<file path="config.mk">
export PLATFORM = sky130hd
export DESIGN_NAME = event_deque_with_key_ops
export DESIGN_NICKNAME = d
export VERILOG_FILES = /design/src/rtl/core/edq_pkg.sv /design/src/rtl/core/edq_cell.sv /design/src/rtl/core/event_deque_with_key_ops.sv
export SDC_FILE = /design/constraint.sdc
export NUM_CORES = 2
export LEC_CHECK = 0
export ABC_AREA = 1
export ABC_CLOCK_PERIOD_IN_PS = 24900
export BUFFER_PORTS_ARGS = -buffer_cell sky130_fd_sc_hd__buf_2
export CORE_MARGIN = 2
export CORE_UTILIZATION = 45
export DETAILED_ROUTE_END_ITERATION = 7
export PLACE_DENSITY = 0.64
export REMOVE_ABC_BUFFERS = 1
export SLEW_MARGIN = 5
export SYNTH_ARGS = -nofsm -noshare
export SYNTH_HDL_FRONTEND = slang
export SYNTH_HIERARCHICAL = 1
export SYNTH_SLANG_ARGS = --single-unit
</file>
<file path="constraint.sdc">
create_clock -name clk -period 24.9 [get_ports clk]
set_clock_uncertainty 0.05 [all_clocks]
set_input_delay 2.49 -clock clk [delete_from_list [all_inputs] [get_ports clk]]
set_output_delay 2.49 -clock clk [all_outputs]
set_load 0.01 [all_outputs]
</file>
<file path="src/rtl/core/edq_pkg.sv">
// ----------------------------------------------------------------------------
// edq_pkg: shared types and constants of the event deque
// sizes, operation and status codes, and the structs passed along the cell row
// ----------------------------------------------------------------------------
package edq_pkg;

  localparam int DEPTH    = 16;
  localparam int ID_WIDTH = 16;
  localparam int HANDLE_W = 16;
  localparam int KEY_W    = 16;
  localparam int OP_W     = 3;
  localparam int STATUS_W = 2;
  localparam int CNT_W    = $clog2(DEPTH + 1);

  typedef enum logic [OP_W-1:0] {
    OP_PUSH_FRONT = 3'd0,
    OP_PUSH_BACK  = 3'd1,
    OP_POP_FRONT  = 3'd2,
    OP_POP_BACK   = 3'd3,
    OP_REMOVE     = 3'd4,
    OP_FIND       = 3'd5
  } edq_op_t;

  typedef enum logic [STATUS_W-1:0] {
    ST_DONE = 2'd0,
    ST_NONE = 2'd1,
    ST_FULL = 2'd2
  } edq_status_t;

  typedef struct packed {
    logic [HANDLE_W-1:0] handle;
    logic [ID_WIDTH-1:0] ident;
  } edq_entry_t;

  // commands broadcast to every cell
  typedef struct packed {
    logic                load_prev;      // push front accepted
    logic                load_in_slot;   // push back accepted
    logic                load_next_all;  // pop front accepted
    logic                load_next_hit;  // remove: shift at and behind the hit
    logic [HANDLE_W-1:0] key_handle;
    logic [ID_WIDTH-1:0] key_ident;
    edq_entry_t          item;
  } edq_cmd_t;

  // per-cell position flags
  typedef struct packed {
    logic occupied;
    logic tail;
    logic push_slot;
  } edq_slot_t;

  // values rippling from the front cell to the back
  typedef struct packed {
    logic                hit_handle;
    logic                hit_ident;
    logic [HANDLE_W-1:0] find_handle;
    logic [HANDLE_W-1:0] tail_handle;
  } edq_chain_t;

endpackage

</file>
<file path="src/rtl/core/edq_cell.sv">
// ----------------------------------------------------------------------------
// edq_cell: one slot of the deque
// holds an entry, compares it against the keys and shifts toward either side
// ----------------------------------------------------------------------------
module edq_cell (
  input  logic                clk,
  input  edq_pkg::edq_cmd_t   cmd,
  input  edq_pkg::edq_slot_t  slot,
  input  edq_pkg::edq_entry_t prev_entry,
  input  edq_pkg::edq_entry_t next_entry,
  input  edq_pkg::edq_chain_t chain_in,
  output edq_pkg::edq_entry_t entry,
  output edq_pkg::edq_chain_t chain_out
);
  import edq_pkg::*;

  edq_entry_t entry_r;
  edq_entry_t entry_nxt;
  logic       match_handle;
  logic       match_ident;

  assign match_handle = slot.occupied && (entry_r.handle == cmd.key_handle);
  assign match_ident  = slot.occupied && (entry_r.ident == cmd.key_ident);

  always_comb begin
    chain_out.hit_handle  = chain_in.hit_handle | match_handle;
    chain_out.hit_ident   = chain_in.hit_ident | match_ident;
    chain_out.find_handle = chain_in.hit_ident ? chain_in.find_handle :
                            (match_ident ? entry_r.handle : '0);
    chain_out.tail_handle = slot.tail ? entry_r.handle : chain_in.tail_handle;
  end

  always_comb begin
    entry_nxt = entry_r;
    if (cmd.load_prev) begin
      entry_nxt = prev_entry;
    end else if (cmd.load_in_slot && slot.push_slot) begin
      entry_nxt = cmd.item;
    end else if (cmd.load_next_all || (cmd.load_next_hit && chain_out.hit_handle)) begin
      entry_nxt = next_entry;
    end
  end

  always_ff @(posedge clk) begin
    entry_r <= entry_nxt;
  end

  assign entry = entry_r;

endmodule

</file>
<file path="src/rtl/core/event_deque_with_key_ops.sv">
// ----------------------------------------------------------------------------
// event_deque_with_key_ops: ordered list of event entries with key operations
// double-ended queue of handle/identifier pairs built as a row of cells
// ----------------------------------------------------------------------------
// The list sits in a row of DEPTH cells with the front entry in cell 0. Every
// operation (push front, push back, pop front, pop back, remove by handle,
// find by identifier) goes through the row at once: each cell compares its own entry to
// the keys in parallel, first-match flags ripple down the row, and the cells
// shift one place toward either end in the same edge. One transaction is
// worked on at a time; its result lands in an output register, and a new
// transaction is taken in the cycle that result is taken (or whenever the
// register is empty): one transaction per cycle while results are taken.
// Every transaction gives exactly one result with the handle popped or found,
// a status code and the entry count after the operation. Cell contents are
// not reset; only the count and output valid are, so there is no clearing pass.
// ----------------------------------------------------------------------------
module event_deque_with_key_ops (
  input  logic                          clk,
  input  logic                          rst_n,
  input  logic                          in_valid,
  output logic                          in_ready,
  input  logic [edq_pkg::OP_W-1:0]      in_operation,
  input  logic [edq_pkg::HANDLE_W-1:0]  in_handle,
  input  logic [edq_pkg::KEY_W-1:0]     in_event_id,
  output logic                          out_valid,
  input  logic                          out_ready,
  output logic [edq_pkg::HANDLE_W-1:0]  out_result_handle,
  output logic [edq_pkg::STATUS_W-1:0]  out_status,
  output logic [edq_pkg::CNT_W-1:0]     out_entry_count
);
  import edq_pkg::*;

  // occupancy and output register
  logic [CNT_W-1:0]    count_r, count_nxt;
  logic                out_valid_r, out_valid_nxt;
  logic [HANDLE_W-1:0] res_handle_r, res_handle_nxt;
  edq_status_t         status_r, status_nxt;

  logic                accept;
  edq_op_t             op;
  logic                is_empty;
  logic                is_full;
  logic                push_ok;
  edq_cmd_t            cmd;
  logic [ID_WIDTH-1:0] in_ident;

  edq_entry_t cell_entry [DEPTH];
  edq_chain_t chain [DEPTH+1];

  // a new transaction enters once the previous result is gone or leaving
  assign in_ready = !out_valid_r || out_ready;
  assign accept   = in_valid && in_ready;
  assign op       = edq_op_t'(in_operation);
  assign in_ident = ID_WIDTH'(in_event_id);
  assign is_empty = (count_r == '0);
  assign is_full  = (count_r == CNT_W'(DEPTH));
  // a null handle is refused before fullness is checked
  assign push_ok  = (in_handle != '0) && !is_full;

  // commands broadcast to the row
  always_comb begin
    cmd               = '0;
    cmd.key_handle    = in_handle;
    cmd.key_ident     = in_ident;
    cmd.item.handle   = in_handle;
    cmd.item.ident    = in_ident;
    if (accept) begin
      cmd.load_prev     = (op == OP_PUSH_FRONT) && push_ok;
      cmd.load_in_slot  = (op == OP_PUSH_BACK) && push_ok;
      cmd.load_next_all = (op == OP_POP_FRONT) && !is_empty;
      cmd.load_next_hit = (op == OP_REMOVE);
    end
  end

  // head of the first-match chain
  assign chain[0] = '0;

  // row of cells; cell 0 takes the new item on push front, the last cell
  // keeps its own entry when the row shifts toward the front
  for (genvar i = 0; i < DEPTH; i++) begin : g_cell
    edq_slot_t  slot;
    edq_entry_t prev_e;
    edq_entry_t next_e;

    assign slot.occupied  = (CNT_W'(i) < count_r);
    assign slot.tail      = (CNT_W'(i + 1) == count_r);
    assign slot.push_slot = (CNT_W'(i) == count_r);

    if (i == 0) begin : g_first
      assign prev_e = cmd.item;
    end else begin : g_prev
      assign prev_e = cell_entry[i-1];
    end

    if (i == DEPTH - 1) begin : g_last
      assign next_e = cell_entry[i];
    end else begin : g_next
      assign next_e = cell_entry[i+1];
    end

    edq_cell u_cell (
      .clk        (clk),
      .cmd        (cmd),
      .slot       (slot),
      .prev_entry (prev_e),
      .next_entry (next_e),
      .chain_in   (chain[i]),
      .entry      (cell_entry[i]),
      .chain_out  (chain[i+1])
    );
  end

  // result and count for the transaction on the input side
  always_comb begin
    res_handle_nxt = '0;
    status_nxt     = ST_NONE;
    count_nxt      = count_r;
    unique case (op) inside
      OP_PUSH_FRONT, OP_PUSH_BACK: begin
        if (in_handle == '0) begin
          status_nxt = ST_NONE;
        end else if (is_full) begin
          status_nxt = ST_FULL;
        end else begin
          status_nxt = ST_DONE;
          count_nxt  = count_r + CNT_W'(1);
        end
      end
      OP_POP_FRONT: begin
        if (!is_empty) begin
          res_handle_nxt = cell_entry[0].handle;
          status_nxt     = ST_DONE;
          count_nxt      = count_r - CNT_W'(1);
        end
      end
      OP_POP_BACK: begin
        if (!is_empty) begin
          res_handle_nxt = chain[DEPTH].tail_handle;
          status_nxt     = ST_DONE;
          count_nxt      = count_r - CNT_W'(1);
        end
      end
      OP_REMOVE: begin
        // remove also brings the count down
        if (chain[DEPTH].hit_handle) begin
          status_nxt = ST_DONE;
          count_nxt  = count_r - CNT_W'(1);
        end
      end
      OP_FIND: begin
        if (chain[DEPTH].hit_ident) begin
          res_handle_nxt = chain[DEPTH].find_handle;
          status_nxt     = ST_DONE;
        end
      end
      default: begin
        // unused operation codes leave the list alone
        status_nxt = ST_NONE;
      end
    endcase
  end

  // output valid follows accepts and takes
  always_comb begin
    out_valid_nxt = out_valid_r;
    if (accept) begin
      out_valid_nxt = 1'b1;
    end else if (out_ready) begin
      out_valid_nxt = 1'b0;
    end
  end

  always_ff @(posedge clk) begin
    if (!rst_n) begin
      count_r     <= '0;
      out_valid_r <= 1'b0;
    end else begin
      out_valid_r <= out_valid_nxt;
      if (accept) begin
        count_r <= count_nxt;
      end
    end
  end

  // result payload, no reset needed
  always_ff @(posedge clk) begin
    if (accept) begin
      res_handle_r <= res_handle_nxt;
      status_r     <= status_nxt;
    end
  end

  assign out_valid         = out_valid_r;
  assign out_result_handle = res_handle_r;
  assign out_status        = status_r;
  assign out_entry_count   = count_r;

  // count never runs past the row length
  a_count_bound: assert property (@(posedge clk) disable iff (!rst_n)
    count_r <= CNT_W'(DEPTH))
    else $error("entry count beyond depth");

  // a held result freezes the list
  a_hold_count: assert property (@(posedge clk) disable iff (!rst_n)
    (out_valid_r && !out_ready) |=> $stable(count_r))
    else $error("count moved while result stalled");

  // a push of a real handle into a full list is reported as full
  a_full_push: assert property (@(posedge clk) disable iff (!rst_n)
    (accept && (op == OP_PUSH_FRONT || op == OP_PUSH_BACK) && in_handle != '0
     && is_full) |=> (status_r == ST_FULL && count_r == CNT_W'(DEPTH)))
    else $error("full push not rejected");

  // pushes and removes never return a handle
  a_push_no_handle: assert property (@(posedge clk) disable iff (!rst_n)
    (accept && (op == OP_PUSH_FRONT || op == OP_PUSH_BACK || op == OP_REMOVE))
    |=> (res_handle_r == '0))
    else $error("handle returned by push or remove");

endmodule

</file>
==> impl_metrics.env <==
export IMPL_gp_congestion=0.960
export IMPL_cp_slowest_cell="nand2_1"
export IMPL_seqPwrFrac_pct=42.9
export IMPL_layout_nets=7005
export IMPL_grt_pass1_wl_mm=291
export IMPL_clock_latency_ns=0.69
export IMPL_netlist_instances=7009
export IMPL_gr_usage_met1_pct=50.8
export IMPL_die_w_um=319
export IMPL_switching_share_pct=33.3
export IMPL_cts_setup_buffers=0
export IMPL_cts_buffers=68
export IMPL_cts_max_path_buffers=3
export IMPL_grt_use_met2_pct=60.0
export IMPL_finalPower_w=0.00260
export IMPL_peakVddDrop_uv=49.3
export IMPL_post_cts_resized=0
export IMPL_critPathMaxFanout=49
export IMPL_worst_pin_slew_ns=1.28
export IMPL_drtAntennaViolNets=0
export IMPL_wire_per_inst_um=24.3
export IMPL_ioPinCount=64
export IMPL_htreeDepth=3
export IMPL_combPwrFrac_pct=20.0
export IMPL_violations="design-rule violations"
export IMPL_slew_viol_final=0
export IMPL_stdcell_area_um2=48100
export IMPL_drc=10
export IMPL_p_clk_share_pct=37.2
export IMPL_slowest_delay_ns=0.81
export IMPL_track_usage_pct=38.3
export IMPL_clkTransAtPathRegs_ns=0.06
export IMPL_max_freq_mhz=67.0
export IMPL_path_buf_inv=20
export IMPL_yosysMostFrequentCell="nand2_1"
export IMPL_yosysWarnings=6
export IMPL_setup_viol=0
export IMPL_die_area_um2=102000
export IMPL_synthTopCellsByCount="nand2_1, nor2_1, inv_1"
export IMPL_fp_dieH_um=319
export IMPL_area_growth_synth_to_final_pct=7.85
export IMPL_clock_sinks=536
export IMPL_ctsHoldBuffers=0
export IMPL_internal_power_w=0.00173
export IMPL_r2r_slack_ns=11.10
export IMPL_coreArea_um2=98300
export IMPL_rows=115
export IMPL_synth_seq_area_share_pct=35.9
export IMPL_netlist_cell_type_count=40
export IMPL_synth_top_area_share_pct=35.7
export IMPL_wl_mm=202
export IMPL_viasPerCell=5.89
export IMPL_synthTopCellsByArea="edfxtp_1, nand2_1, nor2_1"
export IMPL_finalCritPeriodShare_pct=59.9
export IMPL_end_kind="flop"
export IMPL_hold_class="reg2reg"
export IMPL_post_dp_hpwl_mm=143
export IMPL_cpMostUsedCell="nand2_1"
export IMPL_synth_top_cell_by_area="edfxtp_1"
export IMPL_synth_area_per_cell_um2=6.36
export IMPL_rsz0062_at_grt="false"
export IMPL_grt_overflow_total=0
export IMPL_cts_root_buffer="clkbuf_16"
export IMPL_drive_gt1_share_pct=6.62
export IMPL_vias=48830
export IMPL_required_ns=25.26
export IMPL_max_slew_margin_pct=14.3
export IMPL_synthArstFlopShare_pct=0
export IMPL_crit_family="simple AND/OR/NAND/NOR gates"
export IMPL_start_util_pct=45.4
export IMPL_hold_viol_final=0
export IMPL_ys_ff_latch=536
export IMPL_synth_edf_count=530
export IMPL_cap_violations=0
export IMPL_dp_cells=8178
export IMPL_path_class="in2reg"
export IMPL_power_density_nw_per_um2=54.0
export IMPL_placed_area_um2=46100
export IMPL_period_needed_ns=14.92
export IMPL_fillers=10412
export IMPL_firstDrtPassIters=8
export IMPL_grt_busiest_layer="met2"
export IMPL_io_buffers=63
export IMPL_cellLeakagePower_nw=22.9
export IMPL_fin_tns_setup_ns=0
export IMPL_drt_iter0_drc=7514
export IMPL_status="finished, violations left"
export IMPL_p_switching_w=0.000864
export IMPL_arrival_ns=15.28
export IMPL_cts_tree="yes"
export IMPL_cp_start_kind="input pin"
export IMPL_stdcell_count=8294
export IMPL_antenna_found_initial=10
export IMPL_synth_flop_cell="edfxtp_1"
export IMPL_grt_max_degree=65
export IMPL_post_synth_instance_area_um2=44600
export IMPL_use_met3_pct=7.40
export IMPL_grt_pass1_vias=44227
[cells by family (layout without fill, tap and decap cells)]
group                      count (synthesis)  in the layout  synth area share [%]
AOI/OAI and AO/OA                        881            881                  11.6
and+or+nand+nor                         4332           4332                  39.4
buffers and inverters                   1108           1070                  10.1
other                                      1             37               0.00841
xor gates and xnor gates                 146            146                  2.87
adders and majority gates                  5              5                 0.140
DFF                                      536            536                  35.9
[path summary, 6_finish.rpt]
kind                                                      start  cells past startpoint                              end
worst max-delay path                            in_event_id[11]                     45  out_result_handle[11]$_DFFE_PP_
worst min-delay path                     out_valid$_SDFFE_PN0P_                      2           out_valid$_SDFFE_PN0P_
worst min register to register           out_valid$_SDFFE_PN0P_                      2           out_valid$_SDFFE_PN0P_
worst max register to register  out_entry_count[4]$_SDFFE_PN0P_                     45  out_result_handle[11]$_DFFE_PP_
[layout make-up]
type | instances | area, um2 | share of cell area (%)
Sequential cell | 536 | 16000 | 33.3
Tap cell | 1287 | 1610 | 3.35
Inverter | 768 | 2880 | 5.99
Multi-Input combinational cell | 5398 | 24300 | 50.4
Clock inverter | 31 | 288 | 0.598
Clock buffer | 82 | 1750 | 3.65
Antenna cell | 3 | 7.51 | 0.0156
Timing Repair Buffer | 189 | 1260 | 2.62
[layer usage]
layer / vias up / share of wire [%] / routed length, um
li1: 22329 / - / -
met1: 22664 / 39 / 78100
met2: 3237 / 44 / 89700
met3: 590 / 12 / 23400
met4: 10 / 5.2 / 10500
met5: - / 0.030 / 61
[worst register-to-register path, delay by kind of cell (launching register included)]
family	cells	cell delay, ns
flops	1	0.79
buf+inv	18	2.47
simple gates	26	10.02
compound gates	1	0.19
[state kept, by name, summed over array words and instances (netlist names)]
register and flops:
out_valid 1, out_status 2, out_result_handle 16, g_cell.u_cell/entry 512, out_entry_count 5
[power by group through the flow]
stage / sequential, W / clock, W / combinational (W)
after global placement: 0.00113 / 0 / 0.000497
after detailed placement: 0.00113 / 0 / 0.000501
final: 0.00111 / 0.000965 / 0.000519
after global routing: 0.00111 / 0.00100 / 0.000562
after floorplan: 0.00110 / 0 / 0.000302
after CTS: 0.00111 / 0.000970 / 0.000503
[through the flow]
stage                     worst slack [ns]  utilization, %  hold slack (ns)
after floorplan                      11.41               -            0.494
after global placement                9.70            46.9            0.451
after detailed placement              9.73            46.9            0.469
after CTS                            10.36            48.9            0.497
after global routing                  8.46            49.0            0.550
final                                 9.98            49.0            0.506
[placed cells by master, fill, tap and decap left out, drive strengths merged, types with 3 or more instances in the layout]
master / Yosys / final
buf: 132 / 189
a31oi: 513 / 513
nor2: 1380 / 1380
nand2: 2549 / 2549
ha: 5 / 5
nor3: 5 / 5
diode: 0 / 3
xnor2: 64 / 64
clkinv: 1 / 23
nand3: 330 / 330
a21oi: 259 / 259
edfxtp: 530 / 530
o22ai: 48 / 48
xor2: 82 / 82
o21ai: 44 / 44
a22oi: 15 / 15
inv: 767 / 773
dfxtp: 6 / 6
nand4: 33 / 33
conb: 1 / 34
clkbuf: 208 / 82
or2: 16 / 16
nand3b: 17 / 17
bufinv: 0 / 3
Power figures use the tool's default switching activity.
